`src/sgbi_pkg.sv`:
```
// Shared types and constants for the spatial grid bucket index.
package sgbi_pkg;

    localparam int COORD_W   = 16;
    localparam int P2_W      = COORD_W + 2;
    localparam int DIFF_W    = COORD_W + 1;
    localparam int ID_W      = 5;
    localparam int KIND_W    = 2;
    localparam int CFG_IDX_W = 3;
    localparam int GRID_W    = 5;

    typedef logic signed [COORD_W-1:0] coord_t;
    typedef logic [COORD_W-1:0]        size_t_t;
    typedef logic [KIND_W-1:0]         kind_t;

    localparam logic OP_INSERT = 1'b0;
    localparam logic OP_QUERY  = 1'b1;

    localparam kind_t KIND_INSERT_DONE = 2'd0;
    localparam kind_t KIND_QUERY_HIT   = 2'd1;
    localparam kind_t KIND_QUERY_EMPTY = 2'd2;

    localparam logic [CFG_IDX_W-1:0] CFG_MIN_X     = 3'd0;
    localparam logic [CFG_IDX_W-1:0] CFG_MIN_Y     = 3'd1;
    localparam logic [CFG_IDX_W-1:0] CFG_MAX_X     = 3'd2;
    localparam logic [CFG_IDX_W-1:0] CFG_MAX_Y     = 3'd3;
    localparam logic [CFG_IDX_W-1:0] CFG_GRID_COLS = 3'd4;
    localparam logic [CFG_IDX_W-1:0] CFG_GRID_ROWS = 3'd5;

endpackage

```
`src/sgbi_div.sv`:
```
// Shared scale-and-divide unit: the product is registered on start, then one quotient bit per cycle.
module sgbi_div #(
    parameter int QW = 4
) (
    input  logic                        aclk,
    input  logic                        aresetn,
    input  logic                        start,
    input  logic [sgbi_pkg::DIFF_W-1:0] diff,
    input  logic [QW-1:0]               scale,
    input  logic [sgbi_pkg::DIFF_W-1:0] den,
    output logic                        done,
    output logic [QW-1:0]               quo
);

    localparam int NW  = sgbi_pkg::DIFF_W + QW;
    localparam int QCW = (QW > 1) ? $clog2(QW) : 1;

    logic                        busy_reg, busy_next;
    logic                        done_reg, done_next;
    logic [QCW-1:0]              cnt_reg, cnt_next;
    logic [NW-1:0]               rem_reg, rem_next;
    logic [sgbi_pkg::DIFF_W-1:0] den_reg, den_next;
    logic [QW-1:0]               quo_reg, quo_next;
    logic [NW-1:0]               shifted;

    always_comb begin
        busy_next = busy_reg;
        done_next = 1'b0;
        cnt_next  = cnt_reg;
        rem_next  = rem_reg;
        den_next  = den_reg;
        quo_next  = quo_reg;
        shifted   = NW'(den_reg) << cnt_reg;
        if (start) begin
            busy_next = 1'b1;
            cnt_next  = QCW'(QW - 1);
            rem_next  = NW'(diff) * NW'(scale);
            den_next  = den;
            quo_next  = '0;
        end else if (busy_reg) begin
            if (rem_reg >= shifted) begin
                rem_next          = rem_reg - shifted;
                quo_next[cnt_reg] = 1'b1;
            end
            if (cnt_reg == '0) begin
                busy_next = 1'b0;
                done_next = 1'b1;
            end else begin
                cnt_next = cnt_reg - 1'b1;
            end
        end
    end

    always_ff @(posedge aclk) begin
        if (!aresetn) begin
            busy_reg <= 1'b0;
            done_reg <= 1'b0;
        end else begin
            busy_reg <= busy_next;
            done_reg <= done_next;
        end
        cnt_reg <= cnt_next;
        rem_reg <= rem_next;
        den_reg <= den_next;
        quo_reg <= quo_next;
    end

    assign done = done_reg;
    assign quo  = quo_reg;

endmodule

```
`config.mk`:
```
export PLATFORM = sky130hd
export DESIGN_NAME = sgbi_div
export DESIGN_NICKNAME = d
export VERILOG_FILES = /design/src/sgbi_pkg.sv /design/src/sgbi_div.sv
export SDC_FILE = /design/constraint.sdc
export NUM_CORES = 1
export LEC_CHECK = 0
export BUFFER_PORTS_ARGS = -buffer_cell sky130_fd_sc_hd__clkbuf_2
export CAP_MARGIN = 20
export CELL_PAD_IN_SITES_DETAIL_PLACEMENT = 0
export CELL_PAD_IN_SITES_GLOBAL_PLACEMENT = 1
export CORE_ASPECT_RATIO = 1.1
export CORE_UTILIZATION = 47
export CTS_CLUSTER_SIZE = 12
export DETAILED_ROUTE_END_ITERATION = 8
export GPL_ROUTABILITY_DRIVEN = 0
export GPL_TIMING_DRIVEN = 0
export PLACE_DENSITY = 0.82
export SKIP_CTS_REPAIR_TIMING = 1
export SLEW_MARGIN = 30
export SYNTH_ARGS = -nofsm -noshare
export SYNTH_HDL_FRONTEND = slang
export SYNTH_SLANG_ARGS = --single-unit
```
`constraint.sdc`:
```
create_clock -name aclk -period 4.79 [get_ports aclk]
set_input_delay 0.479 -clock aclk [delete_from_list [all_inputs] [get_ports aclk]]
set_output_delay 0.479 -clock aclk [all_outputs]
set_load 0.05 [all_outputs]
```
==> results of run 1 <==
-- stage by stage --
step	utilization, %	total power, uW	area (sq um)
detailed placement	52.67	2328	5852
floorplan	-	1968	5448
CTS	54.19	2750	6021
global route	54.29	2988	6032
finish	54.29	2762	6032
global placement	52.67	2297	5852
-- cell usage in the layout, fill, tap and decap left out, types with 6 or more instances in the layout --
master / netlist / layout
nand4_1: 8 / 8
mux2i_1: 11 / 11
fa_1: 31 / 31
a31oi_1: 6 / 6
buf_2: 9 / 9
o21ai_1: 15 / 15
xnor2_1: 16 / 16
nand2b_1: 8 / 8
o21ai_0: 28 / 28
dfxtp_1: 8 / 8
a21o_1: 13 / 13
clkbuf_2: 0 / 44
nor2b_1: 9 / 9
a21oi_1: 44 / 44
nand2_1: 66 / 66
clkbuf_1: 13 / 13
edfxtp_1: 38 / 38
nor2_1: 29 / 29
ha_1: 49 / 49
inv_1: 79 / 79
a211oi_1: 9 / 9
and2_1: 46 / 46
xor2_1: 13 / 13
-- worst max-delay path: cells and delay by family, from the launching register on --
family	cells	cell delay, ns
AND/OR/NAND/NOR	5	1.22
buffers and inverters	4	1.17
adder cells (fa/ha/maj)	1	0.30
AO/OA/AOI/OAI	3	0.63
multiplexers	1	0.21
flip-flops	1	0.36
-- synthesized netlist by cell type (9+ instances only) --
master	count	area (sq um)
o21ai_0	28	140.1
fa_1	31	620.6
edfxtp_1	38	1141
inv_1	79	296.5
nor2_1	29	108.9
a211oi_1	9	67.56
a21o_1	13	97.59
xor2_1	13	113.9
clkbuf_1	13	48.80
nand2_1	66	247.7
xnor2_1	16	140.1
buf_2	9	45.04
o21ai_1	15	75.07
nor2b_1	9	56.30
ha_1	49	613.1
mux2i_1	11	110.1
a21oi_1	44	220.2
and2_1	46	287.8
-- power by group --
| part | switching, uW | internal (uW) |
|---|---|---|
| clock | 147 | 258 |
| combinational | 1010 | 706 |
| sequential | 47.1 | 591 |
| total | 1210 | 1550 |
-- metal layers --
layer | track usage, % | up-vias
met1 | 27.05 | 2077
met2 | 40.22 | 126
met3 | 2.268 | 24
li1 | - | 2254
met4 | 8.638 | 0
met5 | 0 | -
-- final cells by class --
type | instances | area, sq um | share of cell area, %
clock inverters | 1 | 30.03 | 0.4978
multi-input cells | 474 | 3724 | 61.73
flip-flops and latches | 46 | 1301 | 21.57
plain buffers | 25 | 122.6 | 2.033
well taps | 147 | 183.9 | 3.049
inverters | 80 | 300.3 | 4.978
clock buffers | 6 | 138.9 | 2.302
repair buffers | 45 | 231.5 | 3.837
-- cells by family after synthesis --
family | share of synthesized area (%)
AOI/OAI and AO/OA | 17.66
xor gates and xnor gates | 4.662
adders and majority gates | 22.65
buffers and inverters | 7.763
DFF | 23.89
muxes | 5.122
and+or+nand+nor | 18.26
-- path summary, 6_finish.rpt --
path	end	start	depth (start not counted)	slack [ns]
setup / recovery	rem_reg[1]$_DFFE_PP_	cnt_reg[0]$_SDFFE_PP1P_	14	0.60
hold / removal	den_reg[2]$_DFFE_PP_	den[2]	1	0.37
setup reg to reg	rem_reg[1]$_DFFE_PP_	cnt_reg[0]$_SDFFE_PP1P_	14	0.60
hold reg to reg	quo[0]$_SDFFE_PP0P_	quo[0]$_SDFFE_PP0P_	2	0.47
==> summary.txt, run 1 <==
Die
  • Die area: approximately 12000 sq um
  • Horizontal die dimension: roughly 100 um
  • Number of primary I/O pins: between 40 and 50
  • Floorplan core area: ~11000 sq um
  • Starting Density: between 40% and 50%
  • Placement Rows: 40
  • Die Height: ~110 um

Critical path
  • Required time reported for the critical path endpoint: between 4 and 5 ns
  • Series of cell instances along the critical path: buf_2, buf_1, mux2i_1, nand2_1, o21ai_0, ha_1, buf_2, nand3_2, nor3_1, and2_1, a211oi_2, a31oi_1, or2_1, buf_6
  • Nature of the critical path startpoint: register
  • Element type at the critical path end: register
  • Classification of the worst setup path: register to register
  • Worst path arrival time: approximately 4.2 ns
  • Highest-delay cell along the critical path: buf_1
  • Largest incremental delay on the critical path: a little under 0.5 ns
  • Crit-path most repeated cell: buf_2
  • CP Max Fanout: 12

Global route
  • Wire length of the first global-routing pass: about 21 mm
  • Largest net degree at the start of global routing: 22
  • Overflow after GRT: 0
  • All-Layer GR Usage: between 20% and 30%
  • Antenna violations before repair: 0
  • Number of global-route vias before repair: 4569

Timing
  • Clock Skews: 0.009642 ns
  • RSZ-0062 raised after global routing: no
  • Worst relative slew slack: between 50% and 60%
  • Number of max-slew violations in the final report: 0
  • Final period utilization: ~88%
  • # setup viols final: 0
  • Final hold slack: about 0.37 ns
  • Total negative slack for setup checks: 0 ns
  • Final hold viol count: 0
  • Smallest setup slack after layout: 0.5967 ns
  • Actual transition at the worst max-transition pin: approximately 0.63 ns
  • Post-layout min period: 4.193 ns
  • Top achievable clock speed: about 240 MHz

Drt
  • DR iter-0 viols: between 150 and 200
  • Number of remaining DRC errors: 0
  • Detail-routed net length per standard cell: 15.38 um
  • Routed wl met2: slightly above 6 mm
  • Aggregate routed wire length: between 10 and 15 mm
  • Number of nets with antenna violations after routing: 0
  • Post-DR vias/cell: roughly 5.4
  • Total met3 wirelength after detailed routing: between 500 and 600 um
  • Detailed-routing iteration count for the pre-antenna-repair pass: 5
  • Total vias in the final route: around 4500
  • Uppermost layer routed: met4
  • Routed metal-1 wirelength: roughly 5.6 mm

Synth
  • Per-instance average area after synthesis: ~8.7 sq um
  • Number of warnings issued by yosys: 0
  • Number of instances in the synthesized netlist: between 600 and 700
  • Share of synthesized registers carrying an async set or reset: 0%
  • Number of storage elements in the synthesis netlist: 46
  • Sequential element share of the synthesized area: between 20% and 30%
  • Nets in the synthesized netlist: between 700 and 800
  • Most used DFF post-synth: edfxtp_1
  • Cell area after synthesis: 5448 sq um
  • EDFF count, synth: 38
  • Count of different cell masters after synthesis: 62

Finish
  • Area growth syn-to-layout: 10.73%
  • Largest register FFs: 21
  • Total Nets Final: about 800
  • Number of antenna repair diodes: 0
  • Fill cell count: 1071
  • Layout cell share with drive strength beyond 1: between 10% and 20%
  • Number of standard cells in the final layout excluding fillers: just over 800

Clocking
  • Library cell used as clock root buffer: clkbuf_16
  • Buffer depth of the longest clock path: 2
  • # H-tree levels: 2
  • Worst-skew pair later-pin latency: 0.29 ns
  • Number of buffers created by CTS: 5
  • Clock tree from TritonCTS: done
  • Clock tree sinks: 46
  • Reg clk slew, reported paths: 0.06 ns

Pwr
  • P_leak: approximately 0.0028 uW
  • Peak supply drop: around 0.00035 V
  • Total power divided by cell area: between 400 and 500 nW/um^2

Worst hold path
  • Path type of the worst min-delay path: input port to register

Placement
  • Post-Place Setup Slack: between 0.4 and 0.5 ns
  • Port-buffer cells: 44
  • Half-perimeter wire length of the detailed placement result: approximately 10 mm
  • Placed cells: around 800

Job
  • Max Cap Violations: 0

Status
  • Outcome: finished clean
Power figures use the tool's default switching activity.
==> inputs of run 2 (changes only) <==
Settings changed: GPL_TIMING_DRIVEN 0 to unset, PLACE_DENSITY 0.82 to 0.85.
==> run 2 against run 1 <==
  * Design area down 2.0%
  * Sequential power is 1% higher
  * Worst hold slack improved by 0.012 ns
  * Routed wire length shrank 9.5%
  * Clock power is 15% lower
  * Combinational power about the same
  * Clock-buffer cell count rose by 1
  * Total power is 2.5% lower
  * Fmax grew 5.0%
  * Flip-flop and latch count is the same
  * Critical endpoint is now rem_reg[10]$_DFFE_PP_
==> summary.txt, run 2 (synthesized netlist as in run 1, its figures left out) <==
Status
  • Outcome: finished clean

Timing
  • Final period utilization: a little over four fifths
  • Clock Skews: roughly 0.011 ns
  • Total negative slack for setup checks: 0 ns
  • RSZ-0062 raised after global routing: no
  • Post-layout min period: approximately 4 ns
  • Actual transition at the worst max-transition pin: approximately 0.95 ns
  • Number of max-slew violations in the final report: 0
  • # setup viols final: 0
  • Top achievable clock speed: roughly 250 MHz
  • Worst relative slew slack: a little under two fifths
  • Final hold viol count: 0

Critical path
  • Element type at the critical path end: register
  • Crit path from: cnt_reg[0]$_SDFFE_PP1P_
  • Worst reg2reg startpoint: cnt_reg[0]$_SDFFE_PP1P_
  • Combined buffer and inverter count along the critical path: 2
  • Worst path arrival time: between 3 and 4 ns
  • CP Max Fanout: 21
  • Classification of the worst setup path: register to register
  • Required time reported for the critical path endpoint: around 4.7 ns
  • Nature of the critical path startpoint: register
  • Largest incremental delay on the critical path: around 0.8 ns
  • Worst path top cell family by delay: simple AND/OR/NAND/NOR gates
  • Series of cell instances along the critical path: buf_4, mux4_2, inv_1, ha_1, nand2_1, nor3_1, and2_1, a211oi_2, a31oi_1, or2_1
  • Highest-delay cell along the critical path: or2_1

Finish
  • Number of standard cells in the final layout excluding fillers: approximately 800
  • Largest register FFs: 21
  • Leading cell types in the layout, fill and taps excluded: inv_1 (79), nand2_1 (66), ha_1 (49)
  • Number of antenna repair diodes: 0
  • Final core utilization: a little over half
  • Most common cell after layout, fill and taps aside: inv_1
  • Layout cell share with drive strength beyond 1: 12.02%
  • Area growth syn-to-layout: 8.521%
  • Total Nets Final: around 780

Drt
  • Total vias in the final route: 4395
  • Detailed-routing iteration count for the pre-antenna-repair pass: 4
  • Post-DR vias/cell: 5.466
  • Number of nets with antenna violations after routing: 0
  • Aggregate routed wire length: 11.47 mm
  • DR iter-0 viols: ~190
  • Detail-routed net length per standard cell: around 14 um
  • Number of remaining DRC errors: 0

Clocking
  • Library cell used as clock root buffer: clkbuf_16
  • Clock tree sinks: between 40 and 50
  • Clock tree from TritonCTS: done
  • Reg clk slew, reported paths: 0.06 ns
  • Worst-skew pair later-pin latency: roughly 0.28 ns
  • # H-tree levels: 2
  • Number of buffers created by CTS: 5
  • Buffer depth of the longest clock path: 2

Die
  • Floorplan core area: between 10000 and 15000 sq um
  • Placement Rows: 40
  • Starting Density: between 40% and 50%
  • Horizontal die dimension: between 100 and 150 um
  • Number of primary I/O pins: 46
  • Die Height: ~110 um
  • Die area: 12030 sq um

Global route
  • Antenna violations before repair: 0
  • Wire length of the first global-routing pass: 19.91 mm
  • All-Layer GR Usage: between 10% and 20%
  • Overflow after GRT: 0
  • Largest net degree at the start of global routing: 39
  • Number of global-route vias before repair: roughly 4300

Job
  • Max Cap Violations: 0

Placement
  • Port-buffer cells: 45
  • Placed cells: approximately 800
  • Half-perimeter wire length of the detailed placement result: between 9 and 10 mm

Pwr
  • P_leak: 0.002773 uW
  • Peak supply drop: 0.0002179 V
  • Total power divided by cell area: between 400 and 500 nW/um^2
  • Total power: 2694 uW

Worst hold path
  • Path type of the worst min-delay path: input port to register
  • Hold path startpoint: den[16]
## run 2: worst paths after layout
path | slack (ns) | to | cells after the start
worst max-delay path | 0.80 | rem_reg[10]$_DFFE_PP_ | 10
worst min-delay path | 0.38 | den_reg[16]$_DFFE_PP_ | 1
worst max register to register | 0.80 | rem_reg[10]$_DFFE_PP_ | 10
worst min register to register | 0.47 | quo[3]$_SDFFE_PP0P_ | 2
## run 2: through the flow
stage / setup slack, ns / hold WS, ns / instance area (sq um)
2_1_floorplan: 1.105 / 0.5050 / 5448
3_3_place_gp: 0.6738 / 0.4585 / 5764
3_5_place_dp: 0.6709 / 0.4596 / 5764
4_1_cts: 0.7614 / 0.3694 / 5912
5_1_grt: 0.4644 / 0.3694 / 5912
6_report: 0.7974 / 0.3773 / 5912
## run 2: where the power goes
part | internal [uW] | total [uW] | switching (uW)
clock network | 207 | 345 | 138
registers | 592 | 646 | 54.0
logic | 696 | 1700 | 1010
## run 2: worst register-to-register path: cells and delay by family (launching register included)
| family | cells | cell delay [ns] |
|---|---|---|
| flip-flops | 1 | 0.67 |
| adder cells (fa/ha/maj) | 1 | 0.21 |
| AND/OR/NAND/NOR | 4 | 1.40 |
| buffers and inverters | 2 | 0.36 |
| AO/OA/AOI/OAI | 2 | 0.46 |
| multiplexers | 1 | 0.52 |
## run 2: final cells by class
class | instances | area [sq um]
Sequential cell | 46 | 1301
Multi-Input combinational cell | 474 | 3724
Clock buffer | 7 | 142.6
Inverter | 80 | 300.3
Tap cell | 147 | 183.9
Fill cell | 1081 | 5199
Clock inverter | 1 | 5.005
Timing Repair Buffer | 49 | 255.2
## run 2: layer usage
| metal | GRT usage (%) | vias to the layer above | routed length [um] |
|---|---|---|---|
| li1 | - | 2214 | - |
| met5 | 0 | - | 0 |
| met2 | 34.70 | 110 | 5359 |
| met3 | 1.474 | 19 | 343 |
| met1 | 26.30 | 2052 | 5539 |
| met4 | 7.042 | 0 | 227 |
==> inputs of run 3 (changes only) <==
Settings changed: CORE_UTILIZATION 47 to 43, PLACE_DENSITY 0.85 to 0.82.
Clock period 4.79 ns to 3.47 ns, I/O delays scaled along.
==> run 3 against run 2 <==
  * Worst setup slack worse by 0.65 ns
  * Routed wire length increased by 7.5%
  * First-iteration DRC count rose by 10%
  * Non-clock buffer count increased by 56
  * Global-route usage shrank 0.54 points
  * Worst hold slack got worse by 0.14 ns
  * Flip-flop and latch count stayed put
  * Die area up 9.1%
  * Clock power up 35%
  * Clock-buffer cell count shrank 2
  * Final cell count grew 7.8%
==> summary.txt, run 3 (synthesized netlist as in run 1, its figures left out) <==
Die
  • Die Height: approximately 120 um
  • Number of primary I/O pins: 46
  • Starting Density: between 40% and 50%
  • Horizontal die dimension: approximately 110 um
  • Floorplan core area: about 12000 sq um
  • Placement Rows: between 40 and 50
  • Die area: between 10000 and 15000 sq um

Placement
  • Post-Place Setup Slack: -0.3164 ns
  • Half-perimeter wire length of the detailed placement result: roughly 9.8 mm
  • Port-buffer cells: 45

Status
  • Outcome: finished clean

Finish
  • Number of antenna repair diodes: 0
  • Layout cell share with drive strength beyond 1: 22.02%
  • Area taken by flip-flops and latches: around 1300 sq um
  • Final core utilization: between 50 and 60%
  • Fill cell count: 1160
  • Total Nets Final: between 800 and 900
  • Leading cell types in the layout, fill and taps excluded: inv_1 (79), nand2_1 (65), buf_4 (59)
  • Largest register FFs: 21
  • Area of combinational cells with multiple inputs: between 3000 and 4000 sq um
  • Most common cell after layout, fill and taps aside: inv_1
  • Area growth syn-to-layout: 19.36%

Drt
  • Detail-routed net length per standard cell: approximately 14 um
  • Number of remaining DRC errors: 0
  • Post-DR vias/cell: 5.230
  • Aggregate routed wire length: 12.33 mm
  • Total vias in the final route: 4534
  • Uppermost layer routed: met4
  • Total met3 wirelength after detailed routing: about 440 um
  • Routed metal-1 wirelength: between 5 and 6 mm
  • Number of nets with antenna violations after routing: 0
  • Routed wl met2: 5.941 mm
  • DR iter-0 viols: 212
  • Detailed-routing iteration count for the pre-antenna-repair pass: 7

Critical path
  • Largest incremental delay on the critical path: approximately 0.54 ns
  • Worst reg2reg startpoint: cnt_reg[0]$_SDFFE_PP1P_
  • Required time reported for the critical path endpoint: between 3 and 4 ns
  • Element type at the critical path end: register
  • Highest-delay cell along the critical path: fa_1
  • Combined buffer and inverter count along the critical path: 3
  • Worst path top cell family by delay: adder cells
  • Crit path from: scale[3]
  • Classification of the worst setup path: input port to register
  • CP Max Fanout: 12
  • Worst path arrival time: ~3.3 ns
  • Nature of the critical path startpoint: input port
  • Series of cell instances along the critical path: buf_2, and2_1, fa_1, inv_1, fa_1, inv_1, ha_4, a21oi_2, nand2_1, o21ai_2, a41oi_2, a221oi_2, xor2_1, mux2i_1

Timing
  • Top achievable clock speed: 301.3 MHz
  • Post-layout min period: between 3 and 4 ns
  • # setup viols final: 0
  • RSZ-0062 raised after global routing: no
  • Actual transition at the worst max-transition pin: approximately 0.79 ns
  • Clock Skews: 0.009472 ns
  • Final period utilization: a little over nine tenths
  • Smallest setup slack after layout: around 0.15 ns
  • Final hold slack: 0.2362 ns
  • Final hold viol count: 0
  • Number of max-slew violations in the final report: 0
  • Worst relative slew slack: 47.58%

Clocking
  • Worst-skew pair later-pin latency: just under 0.3 ns
  • Clock tree sinks: 46
  • Number of buffers created by CTS: 5
  • Reg clk slew, reported paths: about 0.06 ns
  • Clock tree from TritonCTS: done
  • # H-tree levels: 2
  • Buffer depth of the longest clock path: 2
  • Library cell used as clock root buffer: clkbuf_16

Global route
  • Overflow after GRT: 0
  • Largest net degree at the start of global routing: 40
  • Wire length of the first global-routing pass: 20.62 mm
  • Antenna violations before repair: 0
  • All-Layer GR Usage: 19.38%
  • Number of global-route vias before repair: about 4500

Pwr
  • Total power: around 4000 uW
  • Total power divided by cell area: slightly above 600 nW/um^2
  • Peak supply drop: 0.0003823 V
  • P_leak: around 0.003 uW

Worst hold path
  • Path type of the worst min-delay path: input port to register
  • Hold path startpoint: den[3]

Job
  • Max Cap Violations: 0
==> run 3: cell types whose count changed in the layout (fill, tap and decap cells not counted), sizes merged <==
| cell | change |
|---|---|
| clkinv | +1 |
| clkbuf | -4 |
| clkinvlp | +1 |
| buf | +58 |
==> run 3: through the flow <==
stage | instance area (sq um) | instances | setup TNS, ns
after floorplan | 5485 | 625 | -0.008761
after global placement | 6236 | 858 | -1.174
after detailed placement | 6236 | 858 | -1.944
after CTS | 6377 | 866 | -0.003911
after global routing | 6502 | 867 | 0
final | 6502 | 867 | 0
==> run 3: routing by layer <==
metal / vias to the layer above / track usage [%]
met5: - / 0
met1: 2102 / 26.17
met2: 93 / 33.14
li1: 2329 / -
met4: 0 / 4.833
met3: 10 / 1.575
==> run 3: path summary, 6_finish.rpt <==
kind	end	slack (ns)	cells past startpoint
max	rem_reg[20]$_DFFE_PP_	0.15	14
max reg2reg	rem_reg[14]$_DFFE_PP_	0.20	11
min	den_reg[3]$_DFFE_PP_	0.24	1
min reg2reg	quo[0]$_SDFFE_PP0P_	0.47	2
==> run 3: worst reg2reg max path, stage by stage, from the launching register on <==
cell,delay (ns)
dfxtp_1,0.35
buf_12,0.19
mux4_2,0.54
inv_1,0.08
ha_1,0.32
nand3_1,0.16
nor3_1,0.29
and2_1,0.19
a211oi_2,0.06
a31oi_1,0.31
or2_1,0.15
buf_4,0.29
==> run 3: power by group <==
part	internal (uW)	total [uW]	switching, uW
clock	263	466	203
sequential	816	884	68.3
combinational	1170	2630	1460
==> run 3: area by class of cell <==
class / count / area share (%)
Inverter: 80 / 4.618
Clock inverter: 3 / 0.2501
Timing Repair Buffer: 105 / 10.62
Sequential cell: 46 / 20.01
Multi-Input combinational cell: 474 / 59.61
Tap cell: 154 / 2.963
Clock buffer: 5 / 1.924
